### src/hw/rtl/assert_macros.svh
// Assertion macros for the dispatcher RTL, included by the dispatcher core.
`ifndef ASSERT_MACROS_SVH
`define ASSERT_MACROS_SVH

`ifndef ASSERT_OFF
`define ASSERT_ALWAYS(lbl, clk, rst_n, expr) \
    lbl: assert property (@(posedge clk) disable iff (!rst_n) (expr)) \
        else $error("Assertion failed.");
`define ASSERT_NEXT(lbl, clk, rst_n, ante, cons) \
    lbl: assert property (@(posedge clk) disable iff (!rst_n) (ante) |=> (cons)) \
        else $error("Assertion failed.");
`else
`define ASSERT_ALWAYS(lbl, clk, rst_n, expr)
`define ASSERT_NEXT(lbl, clk, rst_n, ante, cons)
`endif

`endif

### src/hw/rtl/cald_pkg.sv
// Package with the constants, codes and types of the load dispatcher.
`timescale 1ns / 1ps
package cald_pkg;

    localparam int MAX_WORKERS = 16;
    localparam int IDX_W       = $clog2(MAX_WORKERS);
    localparam int CNT_W       = $clog2(MAX_WORKERS + 1);
    localparam int ID_W        = 16;
    localparam int LOAD_W      = 16;
    localparam int CLS_W       = 2;

    localparam logic [1:0] KIND_ADD    = 2'd0;
    localparam logic [1:0] KIND_ASSIGN = 2'd1;
    localparam logic [1:0] KIND_QUERY  = 2'd2;

    localparam logic [1:0] POL_RR   = 2'd0;
    localparam logic [1:0] POL_SPEC = 2'd2;

    localparam logic [1:0] ST_OK   = 2'd0;
    localparam logic [1:0] ST_NONE = 2'd1;
    localparam logic [1:0] ST_FULL = 2'd2;

    typedef enum logic [1:0] {
        M_RR   = 2'd0,
        M_ALL  = 2'd1,
        M_SPEC = 2'd2,
        M_FIND = 2'd3
    } t_mode;

    typedef struct packed {
        logic [LOAD_W-1:0] load;
        logic [CLS_W-1:0]  cls;
        logic              has_class;
        logic [ID_W-1:0]   id;
    } t_entry;

    typedef struct packed {
        t_mode            mode;
        logic [ID_W-1:0]  key;
        logic [IDX_W-1:0] ptr;
        logic [CLS_W-1:0] job_class;
        logic             found;
        t_entry           best;
    } t_cmp_ctl;

endpackage

### src/hw/rtl/capability_aware_load_dispatcher_core.sv
// Top level of the capability-aware load dispatcher: sequencer, state and output register.
// Add, kind 3 and any request on an empty table skip the scan. A query makes a find pass, an
// assign a pick pass then a find pass, a falling-back specialist assign a specialist pass,
// an all-worker pass and a find pass. Each pass reads one slot a cycle into the shared compare.
// One request at a time: the next is accepted from the cycle after the result is registered.
// Synchronous active-low reset clears the worker count, rotate pointer and handshake state.
`timescale 1ns / 1ps
`include "assert_macros.svh"
module capability_aware_load_dispatcher_core
    import cald_pkg::*;
(
    input  logic        i_clk,
    input  logic        i_rst_n,
    input  logic        i_s_tvalid,
    output logic        o_s_tready,
    input  logic [23:0] i_s_tdata,  // worker_id[15:0], has_class[16], worker_class[18:17],
                                    // job_class[20:19], policy[22:21], zero[23]
    input  logic [1:0]  i_s_tuser,  // kind[1:0]
    output logic        o_m_tvalid,
    input  logic        i_m_tready,
    output logic [31:0] o_m_tdata,  // chosen_id[15:0], load_value[31:16]
    output logic [1:0]  o_m_tuser   // status[1:0]
);

    typedef enum logic [2:0] {
        S_IDLE = 3'b001,
        S_SCAN = 3'b010,
        S_DONE = 3'b100
    } t_state;

    t_state            r_state, n_state;
    logic [CNT_W-1:0]  r_count, n_count;
    logic [IDX_W-1:0]  r_ptr, n_ptr;
    logic              r_dv, n_dv;
    logic              r_out_valid, n_out_valid;

    logic              r_is_assign, n_is_assign;
    logic [ID_W-1:0]   r_key, n_key;
    logic [CLS_W-1:0]  r_jc, n_jc;
    t_mode             r_mode, n_mode;
    logic [CNT_W-1:0]  r_issue, n_issue;
    logic [IDX_W-1:0]  r_didx, n_didx;
    logic              r_found, n_found;
    t_entry            r_best, n_best;
    logic [IDX_W-1:0]  r_best_idx, n_best_idx;
    logic [1:0]        r_res_status, n_res_status;
    logic [ID_W-1:0]   r_res_chosen, n_res_chosen;
    logic [LOAD_W-1:0] r_res_load, n_res_load;
    logic [1:0]        r_out_status, n_out_status;
    logic [ID_W-1:0]   r_out_chosen, n_out_chosen;
    logic [LOAD_W-1:0] r_out_load, n_out_load;

    logic              accept;
    logic              issue;
    logic              scan_end;
    logic              take;
    logic              wr_en;
    logic [IDX_W-1:0]  wr_addr;
    t_entry            wr_data;
    t_entry            rd_data;
    t_cmp_ctl          cmp_ctl;
    logic [CNT_W-1:0]  ptr_inc;
    logic [LOAD_W-1:0] new_load;
    logic [1:0]        in_kind;
    logic [ID_W-1:0]   in_id;
    logic              in_hc;
    logic [CLS_W-1:0]  in_wc;
    logic [CLS_W-1:0]  in_jc;
    logic [1:0]        in_pol;

    assign in_kind = i_s_tuser;
    assign in_id   = i_s_tdata[15:0];
    assign in_hc   = i_s_tdata[16];
    assign in_wc   = i_s_tdata[18:17];
    assign in_jc   = i_s_tdata[20:19];
    assign in_pol  = i_s_tdata[22:21];

    assign o_s_tready = (r_state == S_IDLE);
    assign accept     = o_s_tready && i_s_tvalid;
    assign issue      = (r_state == S_SCAN) && (r_issue < r_count);
    assign scan_end   = (r_state == S_SCAN) && !issue && !r_dv;
    assign ptr_inc    = CNT_W'(r_ptr) + CNT_W'(1);
    assign new_load   = (r_best.load == {LOAD_W{1'b1}}) ? r_best.load
                                                        : r_best.load + LOAD_W'(1);

    assign cmp_ctl.mode      = r_mode;
    assign cmp_ctl.key       = r_key;
    assign cmp_ctl.ptr       = r_ptr;
    assign cmp_ctl.job_class = r_jc;
    assign cmp_ctl.found     = r_found;
    assign cmp_ctl.best      = r_best;

    cald_table u_table (
        .i_clk     (i_clk),
        .i_wr_en   (wr_en),
        .i_wr_addr (wr_addr),
        .i_wr_data (wr_data),
        .i_rd_en   (issue),
        .i_rd_addr (r_issue[IDX_W-1:0]),
        .o_rd_data (rd_data)
    );

    cald_cmp u_cmp (
        .i_ctl      (cmp_ctl),
        .i_cand     (rd_data),
        .i_cand_idx (r_didx),
        .o_take     (take)
    );

    always_comb begin
        n_state      = r_state;
        n_count      = r_count;
        n_ptr        = r_ptr;
        n_dv         = 1'b0;
        n_out_valid  = r_out_valid;
        n_is_assign  = r_is_assign;
        n_key        = r_key;
        n_jc         = r_jc;
        n_mode       = r_mode;
        n_issue      = r_issue;
        n_didx       = r_didx;
        n_found      = r_found;
        n_best       = r_best;
        n_best_idx   = r_best_idx;
        n_res_status = r_res_status;
        n_res_chosen = r_res_chosen;
        n_res_load   = r_res_load;
        n_out_status = r_out_status;
        n_out_chosen = r_out_chosen;
        n_out_load   = r_out_load;
        wr_en        = 1'b0;
        wr_addr      = r_best_idx;
        wr_data      = r_best;

        if (r_out_valid && i_m_tready) begin
            n_out_valid = 1'b0;
        end

        unique case (r_state)
            S_IDLE: begin
                if (accept) begin
                    n_is_assign  = (in_kind == KIND_ASSIGN);
                    n_key        = in_id;
                    n_jc         = in_jc;
                    n_res_status = ST_OK;
                    n_res_chosen = '0;
                    n_res_load   = '0;
                    n_issue      = '0;
                    n_found      = 1'b0;
                    n_state      = S_DONE;
                    if (in_kind == KIND_ADD) begin
                        if (r_count == CNT_W'(MAX_WORKERS)) begin
                            n_res_status = ST_FULL;
                        end else begin
                            wr_en             = 1'b1;
                            wr_addr           = r_count[IDX_W-1:0];
                            wr_data.id        = in_id;
                            wr_data.has_class = in_hc;
                            wr_data.cls       = in_wc;
                            wr_data.load      = '0;
                            n_count           = r_count + CNT_W'(1);
                        end
                    end else if (in_kind == KIND_ASSIGN || in_kind == KIND_QUERY) begin
                        if (r_count == '0) begin
                            n_res_status = ST_NONE;
                        end else begin
                            n_state = S_SCAN;
                            if (in_kind == KIND_QUERY) begin
                                n_mode = M_FIND;
                            end else if (in_pol == POL_RR) begin
                                n_mode = M_RR;
                            end else if (in_pol == POL_SPEC) begin
                                n_mode = M_SPEC;
                            end else begin
                                n_mode = M_ALL;
                            end
                        end
                    end
                end
            end
            S_SCAN: begin
                if (issue) begin
                    n_issue = r_issue + CNT_W'(1);
                    n_dv    = 1'b1;
                    n_didx  = r_issue[IDX_W-1:0];
                end
                if (r_dv && take) begin
                    n_found    = 1'b1;
                    n_best     = rd_data;
                    n_best_idx = r_didx;
                end
                if (scan_end) begin
                    n_issue = '0;
                    n_found = 1'b0;
                    unique case (r_mode)
                        M_RR: begin
                            n_ptr  = (ptr_inc == r_count) ? '0 : ptr_inc[IDX_W-1:0];
                            n_key  = r_best.id;
                            n_mode = M_FIND;
                        end
                        M_ALL: begin
                            n_key  = r_best.id;
                            n_mode = M_FIND;
                        end
                        M_SPEC: begin
                            if (r_found) begin
                                n_key  = r_best.id;
                                n_mode = M_FIND;
                            end else begin
                                n_mode = M_ALL;
                            end
                        end
                        M_FIND: begin
                            n_state = S_DONE;
                            if (r_is_assign) begin
                                wr_en        = 1'b1;
                                wr_data.load = new_load;
                                n_res_chosen = r_key;
                                n_res_load   = new_load;
                            end else if (r_found) begin
                                n_res_load = r_best.load;
                            end else begin
                                n_res_status = ST_NONE;
                            end
                        end
                        default: n_state = S_DONE;
                    endcase
                end
            end
            S_DONE: begin
                if (!r_out_valid || i_m_tready) begin
                    n_out_valid  = 1'b1;
                    n_out_status = r_res_status;
                    n_out_chosen = r_res_chosen;
                    n_out_load   = r_res_load;
                    n_state      = S_IDLE;
                end
            end
            default: n_state = S_IDLE;
        endcase
    end

    always_ff @(posedge i_clk) begin
        if (!i_rst_n) begin
            r_state     <= S_IDLE;
            r_count     <= '0;
            r_ptr       <= '0;
            r_dv        <= 1'b0;
            r_out_valid <= 1'b0;
        end else begin
            r_state     <= n_state;
            r_count     <= n_count;
            r_ptr       <= n_ptr;
            r_dv        <= n_dv;
            r_out_valid <= n_out_valid;
        end
    end

    always_ff @(posedge i_clk) begin
        r_is_assign  <= n_is_assign;
        r_key        <= n_key;
        r_jc         <= n_jc;
        r_mode       <= n_mode;
        r_issue      <= n_issue;
        r_didx       <= n_didx;
        r_found      <= n_found;
        r_best       <= n_best;
        r_best_idx   <= n_best_idx;
        r_res_status <= n_res_status;
        r_res_chosen <= n_res_chosen;
        r_res_load   <= n_res_load;
        r_out_status <= n_out_status;
        r_out_chosen <= n_out_chosen;
        r_out_load   <= n_out_load;
    end

    assign o_m_tvalid = r_out_valid;
    assign o_m_tuser  = r_out_status;
    assign o_m_tdata  = {r_out_load, r_out_chosen};

    `ASSERT_ALWAYS(a_count_bound, i_clk, i_rst_n, r_count <= CNT_W'(MAX_WORKERS))
    `ASSERT_ALWAYS(a_ptr_in_table, i_clk, i_rst_n, (r_count == '0) || (CNT_W'(r_ptr) < r_count))
    `ASSERT_ALWAYS(a_assign_finds_pick, i_clk, i_rst_n, !(scan_end && r_mode == M_FIND && r_is_assign) || r_found)
    `ASSERT_NEXT(a_busy_after_accept, i_clk, i_rst_n, accept, !o_s_tready)

endmodule

### src/hw/rtl/cald_table.sv
// Worker table memory with one write port and one registered read port.
`timescale 1ns / 1ps
module cald_table
    import cald_pkg::*;
(
    input  logic             i_clk,
    input  logic             i_wr_en,
    input  logic [IDX_W-1:0] i_wr_addr,
    input  t_entry           i_wr_data,
    input  logic             i_rd_en,
    input  logic [IDX_W-1:0] i_rd_addr,
    output t_entry           o_rd_data
);

    t_entry r_mem [MAX_WORKERS];
    t_entry r_rd_data;

    always_ff @(posedge i_clk) begin
        if (i_wr_en) begin
            r_mem[i_wr_addr] <= i_wr_data;
        end
    end

    always_ff @(posedge i_clk) begin
        if (i_rd_en) begin
            r_rd_data <= r_mem[i_rd_addr];
        end
    end

    assign o_rd_data = r_rd_data;

endmodule

### src/hw/rtl/cald_cmp.sv
// Shared compare unit that decides whether a scanned slot replaces the current pick.
`timescale 1ns / 1ps
module cald_cmp
    import cald_pkg::*;
(
    input  t_cmp_ctl         i_ctl,
    input  t_entry           i_cand,
    input  logic [IDX_W-1:0] i_cand_idx,
    output logic             o_take
);

    logic better;
    logic class_match;

    // Lower load wins; equal loads go to the smaller id.
    assign better = (i_cand.load < i_ctl.best.load) ||
                    ((i_cand.load == i_ctl.best.load) && (i_cand.id < i_ctl.best.id));
    assign class_match = i_cand.has_class && (i_cand.cls == i_ctl.job_class);

    always_comb begin
        unique case (i_ctl.mode)
            M_RR:    o_take = (i_cand_idx == i_ctl.ptr);
            M_ALL:   o_take = !i_ctl.found || better;
            M_SPEC:  o_take = class_match && (!i_ctl.found || better);
            M_FIND:  o_take = !i_ctl.found && (i_cand.id == i_ctl.key);
            default: o_take = 1'b0;
        endcase
    end

endmodule
### config.mk
export PLATFORM = sky130hd
export DESIGN_NAME = capability_aware_load_dispatcher_core
export DESIGN_NICKNAME = d
export VERILOG_FILES = /design/src/hw/rtl/cald_pkg.sv /design/src/hw/rtl/capability_aware_load_dispatcher_core.sv /design/src/hw/rtl/cald_table.sv /design/src/hw/rtl/cald_cmp.sv
export VERILOG_INCLUDE_DIRS = /design/src /design/src/hw/rtl
export SDC_FILE = /design/constraint.sdc
export NUM_CORES = 1
export LEC_CHECK = 0
export ABC_CLOCK_PERIOD_IN_PS = 10400
export BUFFER_PORTS_ARGS = -buffer_cell sky130_fd_sc_hd__buf_2
export CAP_MARGIN = 10
export CORE_MARGIN = 4
export CORE_UTILIZATION = 67
export CTS_CLUSTER_DIAMETER = 80
export DETAILED_ROUTE_END_ITERATION = 8
export PLACE_DENSITY_LB_ADDON = 0.15
export SYNTH_ARGS = -nofsm -noshare
export SYNTH_HDL_FRONTEND = slang
export SYNTH_SLANG_ARGS = --single-unit
export TNS_END_PERCENT = 10
### constraint.sdc
create_clock -name i_clk -period 10.4 [get_ports i_clk]
set_input_delay 2.08 -clock i_clk [delete_from_list [all_inputs] [get_ports i_clk]]
set_output_delay 2.08 -clock i_clk [all_outputs]
set_load 0.01 [all_outputs]
Yosys cells after proc, flatten, opt, wreduce, memory -nomap -nowiden
Memory sizes are Yosys's and may differ from the RTL's. A register that Yosys moved wholly into a read port is not among the register bits.
Cells that the tools add are included.
{"block": "classes", "reduce_logical": 39, "bitwise": 1, "n_addsub": 4, "n_eq_ne": 31, "muxes": 80, "n_lt_le_gt_ge": 3}
{"op": "2-to-1 mux 16 bit", "n": 15}
{"op": "case mux 16 bit (2 select lines)", "n": 5}
{"op": "2-to-1 mux 35 bit", "n": 3}
{"op": "equality test 16 bit", "n": 2}
{"op": "less-than comparator 16 bit", "n": 2}
{"op": "2-to-1 mux 2 bit", "n": 16}
{"op": "2-to-1 mux 3 bit", "n": 7}
{"op": "2-to-1 mux 4 bit", "n": 5}
{"op": "2-to-1 mux 19 bit", "n": 1}
{"op": "2-to-1 mux 1 bit", "n": 17}
{"op": "adder 16 x 1 -> 16 bit (second input constant)", "n": 1}
{"op": "equality test 16 bit (second input constant)", "n": 1}
{"op": "2-to-1 mux 5 bit", "n": 3}
{"op": "AND reduction 5 bit", "n": 3}
{"op": "inequality test 2 bit (second input constant)", "n": 7}
{"op": "case mux 2 bit (2 select lines)", "n": 3}
{"op": "adder 5 x 1 -> 5 bit (second input constant)", "n": 2}
{"op": "logical AND 1 bit", "n": 10}
{"op": "case mux 5 bit (2 select lines)", "n": 1}
{"op": "AND reduction 2 bit", "n": 5}
{"op": "inequality test 3 bit (second input constant)", "n": 3}
{"op": "case mux 3 bit (3 select lines)", "n": 1}
{"op": "AND reduction 3 bit", "n": 3}
{"op": "equality test 2 bit (second input constant)", "n": 4}
{"op": "24 further kinds", "n": 38}
{"block": "totals", "memories": 1, "register_bits": 152, "ramBits": 560, "elab_cells": 182, "inputBits": 30, "out_inout_bits": 36}
{"name": "u_table.r_mem", "words": 16, "width": 35, "rd": 1, "rd_clocked_by_memory_dff": 1, "write_ports": 1, "line_no": "cald_table.sv:15", "rtl": "t_entry r_mem [MAX_WORKERS];"}

Longest topological paths before layout
Gate-level depths: netlist of run 1.
{"block": "depth", "depth_word": 10, "ltp_mapped": 11}

Modules after synthesis
Synthesis of run 1 repeated with hierarchy kept, for this count alone.
{"block": "unflattened", "cells_unflattened": 1631, "hier_area_um2": 30219.0}
{"module": "cald_table", "cells_per_inst": 914, "instances": 1, "area_each_um2": 22402.7}
{"module": "capability_aware_load_dispatcher_core", "cells_per_inst": 577, "instances": 1, "area_each_um2": 6750.2}
{"module": "cald_cmp", "cells_per_inst": 140, "instances": 1, "area_each_um2": 1066.0}

Worst setup path before layout of run 1
No wires, ideal clock.
{"block": "synth_path", "kind": "in2reg", "start": "in i_s_tuser[0]", "end": "mem u_table.r_mem[10][0] (netlist name), enable pin", "cell_stages": 8, "setup_time_ps": 427, "slack_ps": 5440, "n_path_buf": 1, "t_required_ps": 9973, "t_arrival_ps": 4532, "cell_sequence": "inv_1 -> ha_1 -> nand2_4 -> or2_1 -> buf_6 -> o32ai_2 -> nand2_1 -> nor2_1"}
{"block": "synth_via", "elab_chain_len": 6, "word_cells_on_any_way": 9}
{"item": "from (decl)", "line_no": "capability_aware_load_dispatcher_core.sv:18", "rtl": "input logic [1:0] i_s_tuser,"}
{"item": "logical NOT 2 bit (*)", "line_no": "capability_aware_load_dispatcher_core.sv:151", "rtl": "if (in_kind == KIND_ADD) begin"}
{"item": "2-to-1 mux 1 bit", "line_no": "capability_aware_load_dispatcher_core.sv:151"}
{"item": "2-to-1 mux 1 bit", "line_no": "capability_aware_load_dispatcher_core.sv:141", "rtl": "if (accept) begin"}
{"item": "case mux 1 bit (2 select lines)", "line_no": "capability_aware_load_dispatcher_core.sv:139", "rtl": "unique case (r_state)"}
{"item": "2-to-1 mux 1 bit", "line_no": "cald_table.sv:19", "rtl": "if (i_wr_en) begin"}
{"item": "2-to-1 mux 1 bit (not written as such)", "line_no": "cald_table.sv:20", "rtl": "r_mem[i_wr_addr] <= i_wr_data;"}
{"item": "to (decl)", "line_no": "cald_table.sv:15"}
Every way passes the cells marked *; elsewhere a longest branch is shown, timed or not.

Worst setup path after layout of run 1
{"block": "layout_path", "start": "in i_s_tuser[0]", "end": "mem u_table.r_mem[12][1] (netlist name), enable pin"}
The elaborated chain is that of the path after synthesis.

==> metrics, run 1 <==
Synth Area in Adders=0.01800; Hold Fails Final Rpt=0; Die ar.=between 0.04 and 0.05 sq mm; hpwl dp=35,860 microns; critical path required time=10.63 ns; worst-margin pin slew=1.049 ns; Max stage delay on crit path=~0.77 ns; combinational fraction of design power=0.049; Post-Layout Cell Count=2,296; Synth cell types=63; Post-synth top flop=edfxtp_1; Leak=10.99 nW; Avg WL per Cell=approximately 30 microns; Final period util=0.4785; hold path startpoint=r_res_load[9]; worst skew pair latency=0.59 ns; via count=15,366; synthesis-to-layout area growth=12.24%; Psw=1.255 mW; worst r2r dst=u_table.r_mem[0][1]; vias in the first global route=roughly 16,000; Max Fclk=0.2010 GHz; P per Cell Area=185.7 mW/mm^2; #FFs+latches synth=about 750; Max IR drop VDD=0.0001398 V; final WL=68,230 microns; Clock power frac=0.414; TritonRoute pass-1 iters=5; Internal=just under 5 mW; initial antenna violation count=0; Worst EP arrival=5.21 ns; total core area=0.04412 sq mm; buffer and inverter count on the worst path=3; RePlAce Congestion=0.8759; chip height=219.2 microns; leading area contributor after synthesis=edfxtp_1; hold_ws=around 0.42 ns; Post-CTS Setup Repair Bufs=0; Max Clock Skew=0.02352 ns; CTS Buffer Depth=3; outcome=finished, final reports clean; area of the mapped netlist=0.02989 sq mm; first-pass GRT wire length=102,300 microns; Cells on Worst Hold Path=0; minimum clock period=4.976 ns; Sequential Power Share=0.537; diodes inserted=0; crit-path leading delay family=simple AND/OR/NAND/NOR gates; asr flop ratio synth=0; Ys Warns=0; Avg Cell Area, Syn=19.61 sq um; Max transition margin=0.3010; mux share of post-synthesis cell area=0.1336; Reg-to-Reg Start=r_issue[0]; chip width=approximately 220 microns; final slew viol count=0; gr usage total=0.2954; 1st-iter DRT viols=2,093; Crit-path slowest cell=nor2_4; CTS sink cnt=747; CP max FO=40; number of placed instances with taps included=2,165; DRC=0; Via density=~6.7; Min-Delay Endpoint=r_out_load[9]; Setup crit start kind=input port; main combinational cell family by area after synthesis=multiplexers; area share of xor/xnor cells in the synthesized design=0.01289; CTS hold repair buffers=0; Synth Area in Simple Gates=0.04228; FF-to-FF path depth=9; sequential share of the synthesized area=0.7458; TritonCTS buffer count=72; Synth area leaders=edfxtp_1 74%, mux4_2 13%, ha_1 1.8%, o21ai_0 1.1%, nand2_1 1.0%; min-delay worst type=flop to flop; CTS tree=done; layout cells sized above 1=0.2541; Reg clk slew, reported paths=0.06 ns; grt total ovfl=0; num ports=66; setup TNS=0 ns; Setup violations, final=0; Layout Nets=1,720; DRT antenna net count=0; kind of critical path=input port to flop; I/O Buffers=64; crit end category=flop; root buffer cell=clkbuf_16; RSZ-0062 raised after global routing=false; most frequent CP cell=nor2_4; Compound-Gate Fraction of Synth Area=0.03093; crit-path cells=buf_2 > inv_1 > ha_1 > nand2_4 > nor2_4 > a32o_1 > nand2_1 > nor2_4 > buf_4; H-tree depth=3; largest net degree at the start of global routing=98; FF-to-FF setup slack=5.92 ns; max-capacitance violation count=0; Post-synth EDFFs=733; Mapped Nets=1,597; row count=77; post-synth top area share=0.7364; post-cts gate resize count=0; Mapped Cells=around 1,500; Initial Util=0.6774; sw frac=0.2015
-- worst max path at each step --
stage | from | end | slack (ns) | cells past startpoint
floorplan | i_s_tuser[0] | u_table.r_mem[10][0] | 5.44 | 8
global placement | i_s_tuser[0] | u_table.r_mem[12][7] | 5.02 | 9
detailed placement | i_s_tuser[0] | u_table.r_mem[12][7] | 4.91 | 9
CTS | i_s_tuser[0] | u_table.r_mem[12][1] | 5.47 | 9
global route | i_s_tuser[0] | u_table.r_mem[12][6] | 5.32 | 9
finish | i_s_tuser[0] | u_table.r_mem[12][1] | 5.42 | 9
-- cell usage after synthesis (3+ instances only) --
cell type	instances
a2111oi_0	3
a211oi_1	4
a21boi_0	4
a21o_1	3
a21oi_1	22
a31oi_1	10
a31oi_4	4
and2_1	6
and3_1	24
and4_1	5
buf_1	7
buf_2	22
buf_6	3
clkbuf_1	37
dfxtp_1	14
edfxtp_1	733
ha_1	43
inv_1	43
mux2i_1	4
mux4_2	175
nand2_1	83
nand2b_1	6
nand3_1	14
nand3b_1	4
nand4_1	13
nor2_1	58
nor2b_1	5
nor3_1	9
nor3_2	3
nor4_1	3
o211ai_1	5
o21a_1	5
o21ai_0	63
o21ai_1	3
o41ai_1	3
or3_1	5
xnor2_1	30
xor2_1	14
-- cells by family (layout without fill, tap and decap cells) --
logic type | Yosys count | in the layout
flip-flops | 747 | 747
AND/OR/NAND/NOR | 252 | 252
multiplexers | 180 | 180
AO/OA/AOI/OAI | 143 | 143
buffers and inverters | 115 | 295
XOR/XNOR | 44 | 44
adder cells (fa/ha/maj) | 43 | 43
-- power groups by stage --
stage	registers (mW)	clock network [mW]	logic, mW
2_1_floorplan	3.40	0	0.219
3_3_place_gp	3.41	0	0.294
3_5_place_dp	3.41	0	0.300
4_1_cts	3.34	2.62	0.306
5_1_grt	3.35	2.75	0.328
6_report	3.34	2.58	0.304
-- metrics by stage --
stage / setup slack (ns) / util / area (sq um) / total power [mW]
2_1_floorplan: 5.440 / - / 29890 / 3.622
3_3_place_gp: 5.016 / 0.7074 / 31210 / 3.700
3_5_place_dp: 4.910 / 0.7074 / 31210 / 3.708
4_1_cts: 5.465 / 0.7600 / 33530 / 6.272
5_1_grt: 5.316 / 0.7603 / 33550 / 6.428
6_report: 5.424 / 0.7603 / 33550 / 6.229
-- per-layer routing --
| metal | share of wire | up-vias | wire length [microns] | global-route usage |
|---|---|---|---|---|
| met1 | 0.37 | 7830 | 25580 | 0.4257 |
| li1 | - | 6418 | - | - |
| met2 | 0.49 | 988 | 33230 | 0.4656 |
| met3 | 0.11 | 130 | 7360 | 0.06480 |
| met5 | 0 | - | 0 | 0 |
| met4 | 0.030 | 0 | 2053 | 0.09416 |
-- final cells by class --
class,count,area [sq um]
flip-flops and latches,747,22290
fillers,2356,10580
multi-input cells,662,7269
repair buffers,120,753.2
clock buffers,92,1961
clock inverters,39,361.6
well taps,592,740.7
inverters,44,170.2
-- worst register-to-register path: cells and delay by family, from the launching register on --
kind	cells	cell delay [ns]
AO/OA/AOI/OAI	3	0.86
buffers and inverters	2	1.27
flip-flops	1	0.34
AND/OR/NAND/NOR	4	1.64
-- layout by cell type (no fill, tap or decap), drive strengths merged, types with 28 or more instances in the layout --
cell type	count
nand2	86
ha	43
nor2	59
buf	120
clkinv	28
o21ai	66
mux4	175
xnor2	30
inv	46
clkbuf	92
edfxtp	733
-- sequential cells by signal, summed over array words and instances, names as in the netlist, 5 cells and up --
signal / cells
r_issue: 5
r_count: 5
cmp_ctl: 35
u_table.r_mem: 560
r_out_load: 16
r_res_chosen: 16
u_table.o_rd_data: 35
r_res_load: 16
r_key: 16
r_out_chosen: 16
Power figures use the tool's default switching activity.
==> inputs of run 2 (changes only) <==
--- a/config.mk
+++ b/config.mk
@@ -6,11 +6,12 @@
 export SDC_FILE = /design/constraint.sdc
 export NUM_CORES = 1
 export LEC_CHECK = 0
-export ABC_CLOCK_PERIOD_IN_PS = 10400
+export ABC_AREA = 1
+export ABC_CLOCK_PERIOD_IN_PS = 4000
 export BUFFER_PORTS_ARGS = -buffer_cell sky130_fd_sc_hd__buf_2
 export CAP_MARGIN = 10
 export CORE_MARGIN = 4
-export CORE_UTILIZATION = 67
+export CORE_UTILIZATION = 56
 export CTS_CLUSTER_DIAMETER = 80
 export DETAILED_ROUTE_END_ITERATION = 8
 export PLACE_DENSITY_LB_ADDON = 0.15
==> constraint.sdc (replaced) <==
create_clock -name i_clk -period 4 [get_ports i_clk]
set_input_delay 0.8 -clock i_clk [delete_from_list [all_inputs] [get_ports i_clk]]
set_output_delay 0.8 -clock i_clk [all_outputs]
set_load 0.01 [all_outputs]
==> run 2 against run 1 <==
Against the previous run: global-route usage down 6.4 points; synthesized cell count up 55%; setup slack lost 4.9 ns; sequential power increased to 2.7 times the previous value; combinational power increased to 5.4 times the previous value; clock skew shrank 0.0050 ns; final cell count grew 40%; area after synthesis grew 2.9%; register-to-register slack got worse by 5.4 ns; critical path depth up 4; critical path type is now flop to flop; largest power group unchanged.
==> metrics, run 2 <==
CTS Buffer Depth=3 (unchanged); RePlAce Congestion=0.8487 (-3.1%); final slew viol count=0 (unchanged); sw frac=0.2317 (+0.03019); Setup violations, final=0 (unchanged); final WL=69,080 microns (+1.2%); P per Cell Area=503.6 mW/mm^2 (+170%); top-count cell post-synth=edfxtp_1; Reg-to-Reg Start=r_count[2]; FF-to-FF setup slack=0.55 ns (-5.37 ns); CTS hold repair buffers=0 (unchanged); Cells on Worst Hold Path=1 (+1); Mapped Cells=2,365 (+55%); chip height=242.4 microns (+11%); via count=19,059 (+24%); H-tree depth=3 (unchanged); FF-to-FF path depth=13 (+4); Initial Util=0.5683 (-0.1091); TritonRoute pass-1 iters=5 (unchanged); max-capacitance violation count=0 (unchanged); most frequent cells in the layout=733 x edfxtp_1, 381 x nor2_1, 268 x nand2_1; most frequent cells after synthesis=733 x edfxtp_1, 399 x nor2_1, 268 x nand2_1, 195 x o21ai_0, 122 x inv_1; synthesis-to-layout area growth=12.45%; RSZ-0062 raised after global routing=false; gr usage total=0.2311 (-0.06435); TritonCTS buffer count=75 (+4.2%); minimum clock period=approximately 3.5 ns; Worst EP arrival=3.60 ns (-1.61 ns); worst skew pair latency=0.60 ns (about the same); Reg with most FFs=u_table.r_mem; layout cells sized above 1=0.1148 (-0.1393); worst r2r dst=u_table.r_mem[0][32]; Max IR drop VDD=0.0003583 V (+160%); Psw=4.037 mW (+220%); hold path startpoint=i_s_tdata[19]; Sequential Power Share=0.509 (-0.028); Synth cell types=48 (-24%); vias in the first global route=18,186 (+16%); diodes inserted=0 (unchanged); Ys Warns=0 (unchanged); commonest non-fill, non-tap cell in the layout=edfxtp_1; crit path launch=r_count[2]; crit end category=flop; critical path required time=4.15 ns (-6.48 ns); DRT antenna net count=0 (unchanged); Avg Cell Area, Syn=13.01 sq um (-34%); outcome=finished, final reports clean; post-synth top area share=0.7155 (-0.02091); Avg WL per Cell=21.55 microns (-27%); Die ar.=0.05875 sq mm (+22%); min-delay worst type=input port to flop; asr flop ratio synth=0 (unchanged); Post-CTS Setup Repair Bufs=0 (unchanged); CP max FO=16 (-60%); Setup crit start kind=flop; Area after DPL=0.03218 sq mm (+3.1%); chip width=242.4 microns (+11%); grt total ovfl=0 (unchanged); post-cts gate resize count=0 (unchanged); Final Instance Area=0.03459 sq mm (+3.1%); first-pass GRT wire length=104,900 microns (+2.6%); Via density=5.947 (-11%); Leak=12.12 nW (+10%); Reg clk slew, reported paths=0.06 ns (about the same); Mapped Nets=2,438 (+53%); initial antenna violation count=1 (+1); largest net degree at the start of global routing=251 (+160%); Max Fclk=0.2898 GHz; Internal=13.39 mW (+170%); hpwl dp=42,520 microns (+19%); #FFs+latches synth=747 (unchanged); leading area contributor after synthesis=edfxtp_1; crit path to=u_table.r_mem[0][32]; setup TNS=0 ns (unchanged); Post-synth EDFFs=733 (unchanged); Synth area leaders=edfxtp_1 72%, nor2_1 4.9%, nand2_1 3.3%, o21ai_0 3.2%, o32ai_1 2.4%; combinational fraction of design power=0.095 (+0.046); root buffer cell=clkbuf_16; Post-synth top flop=edfxtp_1; I/O Buffers=64 (unchanged); DRC=0 (unchanged); Max transition margin=0.2418 (-0.05915); Max Clock Skew=0.01856 ns (-0.004959 ns); kind of critical path=flop to flop; CTS tree=done; sequential share of the synthesized area=0.7246 (-0.02117); num ports=66 (unchanged); total core area=0.05413 sq mm (+23%); Layout Nets=2,526 (+47%); worst-margin pin slew=1.137 ns (+0.08873 ns); hold_ws=0.3950 ns (-0.02161 ns); Clock power frac=0.396 (-0.018); 1st-iter DRT viols=2,172 (+3.8%); row count=85 (+10%); Hold Fails Final Rpt=0 (unchanged); max FFs per register=560 (unchanged); area of the mapped netlist=0.03076 sq mm (+2.9%); CTS sink cnt=747 (unchanged); Final period util=0.8627
## run 2: cell families (layout without fill, tap and decap cells)
| group | count (synthesis) | in the layout | share of synthesized area |
|---|---|---|---|
| compound gates | 402 | 402 | 0.08460 |
| xor+xnor | 25 | 25 | 0.007118 |
| fa+ha+maj | 43 | 43 | 0.01749 |
| buf+inv | 258 | 402 | 0.03482 |
| flops | 747 | 747 | 0.7246 |
| mux | 57 | 57 | 0.01855 |
| simple gates | 833 | 833 | 0.1128 |
## run 2: critical path: stages (launching register included)
cell and delay [ns]:
dfxtp_1 0.41, clkinv_1 0.22, ha_1 0.36, nand2_1 0.06, nor2_1 0.07, o21ai_1 0.08
o211ai_2 0.12, nand3_2 0.16, nor2_4 0.39, inv_2 0.22, nand2_1 0.29, nand2_1 0.10
nand2_1 0.07, nand2_1 0.44
## run 2: worst min-delay path by stage
stage / endpoint
after global placement: r_out_chosen[6]
after floorplan: o_m_tuser[0]
after CTS: r_jc[0]
after detailed placement: r_out_load[14]
final: r_jc[0]
after global routing: r_jc[1]
## run 2: power groups by stage
stage / Clock [mW] / Sequential, mW / Combinational (mW)
5_1_grt: 7.38 / 8.89 / 1.80
6_report: 6.90 / 8.87 / 1.65
2_1_floorplan: 0 / 9.04 / 1.07
4_1_cts: 7.01 / 8.88 / 1.64
3_5_place_dp: 0 / 9.04 / 1.63
3_3_place_gp: 0 / 9.03 / 1.59
## run 2: layer usage
layer	routed length (microns)	up-vias	track usage
met3	6704	107	0.04737
met1	30370	9281	0.3479
met2	30460	842	0.3439
li1	-	8829	-
met4	1552	0	0.07034
met5	0	-	0
## run 2: metrics by stage
| stage | power [mW] | std cells | worst slack (ns) | utilization |
|---|---|---|---|---|
| final | 17.42 | 3205 | 0.5490 | 0.6391 |
| after detailed placement | 10.66 | 3072 | 0.5669 | 0.5945 |
| after global placement | 10.62 | 3072 | 0.5848 | 0.5945 |
| after global routing | 18.07 | 3205 | 0.3445 | 0.6391 |
| after floorplan | 10.11 | 2365 | 0.3002 | - |
| after CTS | 17.52 | 3205 | 0.5588 | 0.6391 |
## run 2: final cells by class
class	count	area [sq um]
Timing Repair Buffer	134	958.4
Sequential cell	747	22290
Inverter	135	514.2
Multi-Input combinational cell	1360	7546
Fill cell	3944	19540
Clock inverter	40	426.7
Clock buffer	93	1987
Tap cell	696	870.8
==> inputs of run 3 (changes only) <==
--- a/config.mk
+++ b/config.mk
@@ -7,11 +7,11 @@
 export NUM_CORES = 1
 export LEC_CHECK = 0
 export ABC_AREA = 1
-export ABC_CLOCK_PERIOD_IN_PS = 4000
+export ABC_CLOCK_PERIOD_IN_PS = 3700
 export BUFFER_PORTS_ARGS = -buffer_cell sky130_fd_sc_hd__buf_2
 export CAP_MARGIN = 10
 export CORE_MARGIN = 4
-export CORE_UTILIZATION = 56
+export CORE_UTILIZATION = 62
 export CTS_CLUSTER_DIAMETER = 80
 export DETAILED_ROUTE_END_ITERATION = 8
 export PLACE_DENSITY_LB_ADDON = 0.15
==> constraint.sdc (replaced) <==
create_clock -name i_clk -period 3.7 [get_ports i_clk]
set_input_delay 0.74 -clock i_clk [delete_from_list [all_inputs] [get_ports i_clk]]
set_output_delay 0.74 -clock i_clk [all_outputs]
set_load 0.01 [all_outputs]
==> run 3 against run 2 <==
Against the previous run: the flow now finishes with violations (max-slew violations); critical path type unchanged; critical path depth up 1; largest power group unchanged; critical endpoint is now u_table.r_mem[1][19]; register-to-register slack worse by 0.05 ns; via count up 2.6%; combinational power increased by 5%; highest routed layer is now met5; setup slack worse by 0.052 ns; sequential share of layout area barely moved; total power increased by 7.0%; clock power grew 5.9%; design area barely moved; die area decreased by 9.4%; flip-flop and latch count unchanged; sequential power is 8.1% higher.
==> metrics, run 3 (synthesis results as in run 2) <==
worst-margin pin slew=1.617 ns (+0.4799 ns); Internal=14.32 mW (+7.0%); first-pass GRT wire length=109,900 microns (+4.7%); CTS tree=done; row count=81 (-4.7%); Reg with most FFs=u_table.r_mem; Worst EP arrival=3.38 ns (-0.22 ns); Final period util=0.8658 (+0.003020); diodes inserted=0 (unchanged); root buffer cell=clkbuf_16; vias in the first global route=19,012 (+4.5%); Via density=6.161 (+3.6%); Setup crit start kind=flop; Leak=12.10 nW (-0.20%); Post-Layout Cell Count=3,175 (-0.94%); RePlAce Congestion=0.9257 (+9.1%); TritonCTS buffer count=75 (unchanged); violated checks=max-slew violations; sw frac=0.2318 (about the same); Reg clk slew, reported paths=0.06 ns (about the same); CTS hold repair buffers=0 (unchanged); DRC=0 (unchanged); crit end category=flop; gr usage total=0.2720 (+0.04088); Layout Nets=2,527 (+0.040%); number of placed instances with taps included=3,041 (-1.0%); synthesis-to-layout area growth=12.52% (about the same); Sequential Power Share=0.515 (+0.006); H-tree depth=3 (unchanged); outcome=complete, but fails checks; Avg WL per Cell=22.81 microns (+5.8%); post-cts gate resize count=0 (unchanged); Initial Util=0.6285 (+0.06017); combinational fraction of design power=0.093 (-0.002); max FFs per register=560 (unchanged); CP max FO=16 (unchanged); CTS Buffer Depth=3 (unchanged); Max IR drop VDD=0.0003656 V (+2.0%); setup TNS=0 ns (unchanged); chip width=230.8 microns (-4.8%); final WL=72,430 microns (+4.9%); Post-CTS Setup Repair Bufs=0 (unchanged); Hold Fails Final Rpt=0 (unchanged); critical path required time=3.87 ns (-0.28 ns); Clock power frac=0.392 (-0.004); via count=19,562 (+2.6%); Psw=4.320 mW (+7.0%); layout cells sized above 1=0.1131 (-0.001684); largest net degree at the start of global routing=284 (+13%); final slew viol count=110 (+110); max-capacitance violation count=0 (unchanged); Max Clock Skew=0.02000 ns (+0.001439 ns); minimum clock period=3.203 ns (-0.2476 ns); CTS sink cnt=747 (unchanged); Max transition margin=-0.07814 (-0.3199); DRT antenna net count=0 (unchanged); 1st-iter DRT viols=2,616 (+20%); Die ar.=0.05325 sq mm (-9.4%); P per Cell Area=538.5 mW/mm^2 (+6.9%); grt total ovfl=0 (unchanged); I/O Buffers=64 (unchanged); TritonRoute pass-1 iters=6 (+1); post-layout util=0.7071 (+0.06807); initial antenna violation count=4 (+3); total power draw=18.64 mW (+7.0%); min-delay worst type=input port to flop; Setup violations, final=0 (unchanged); hpwl dp=40,600 microns (-4.5%); total core area=0.04895 sq mm (-9.6%); Max Fclk=0.3122 GHz (+7.7%); worst skew pair latency=0.61 ns (about the same); num ports=66 (unchanged); most frequent cells in the layout=733 x edfxtp_1, 381 x nor2_1, 268 x nand2_1; chip height=230.8 microns (-4.8%); commonest non-fill, non-tap cell in the layout=edfxtp_1; kind of critical path=flop to flop; RSZ-0062 raised after global routing=false
==> run 3: changes by cell type in the layout (fill, tap and decap cells not counted) <==
cell and change:
clkinvlp_4 +3, clkinv_2 -5, clkinv_4 -2, buf_4 -8
clkbuf_8 +2, clkbuf_1 +7, buf_12 +9, clkinv_1 -1
bufinv_16 -3
==> run 3: per-layer routing <==
metal | up-vias | GRT usage | routed length (microns)
met2 | 1002 | 0.4261 | 33710
li1 | 8833 | - | -
met4 | 2 | 0.09716 | 2084
met3 | 140 | 0.05972 | 7697
met1 | 9585 | 0.3836 | 28920
met5 | - | 0 | 13
==> run 3: cell type report <==
cell class | instances | area, sq um
flip-flops and latches | 747 | 22290
fillers | 3238 | 14340
multi-input cells | 1360 | 7546
clock buffers | 102 | 2041
repair buffers | 135 | 1079
well taps | 664 | 830.8
inverters | 135 | 514.2
clock inverters | 32 | 312.8
==> run 3: worst max-delay path, cell delays in order, from the launching register on <==
cell and delay [ns]:
dfxtp_1 0.38, clkinv_1 0.21, ha_1 0.34, nand2_1 0.07
nor2_1 0.11, o21ai_1 0.08, o211ai_2 0.10, nand3_2 0.15
nor2_4 0.11, buf_4 0.23, inv_2 0.15, nand2_1 0.23
nand2_1 0.09, o21ai_0 0.09, nand2_1 0.42
==> run 3: worst paths after layout <==
check	start	end	slack [ns]	cells after the start
worst max-delay path	r_count[3]	u_table.r_mem[1][19]	0.50	14
worst min-delay path	i_s_tdata[19]	r_jc[0]	0.32	1
worst max register to register	r_count[3]	u_table.r_mem[1][19]	0.50	14
worst min register to register	r_res_load[0]	r_out_load[0]	0.42	0
==> run 3: power by group through the flow <==
stage	logic (mW)	registers (mW)	clock network, mW
after floorplan	1.16	9.77	0
after global placement	1.65	9.76	0
after detailed placement	1.71	9.77	0
after CTS	1.72	9.59	7.41
after global routing	1.90	9.60	7.78
final	1.74	9.59	7.31
==> run 3: metrics by stage <==
| step | setup WS [ns] | hold slack, ns | area (sq um) |
|---|---|---|---|
| finish | 0.4967 | 0.3201 | 34610 |
| global route | 0.2583 | 0.3081 | 34610 |
| CTS | 0.5470 | 0.2963 | 34610 |
| detailed placement | 0.5450 | 0.4045 | 32260 |
| global placement | 0.6186 | 0.4008 | 32260 |
| floorplan | 0.05229 | 0.4003 | 30760 |
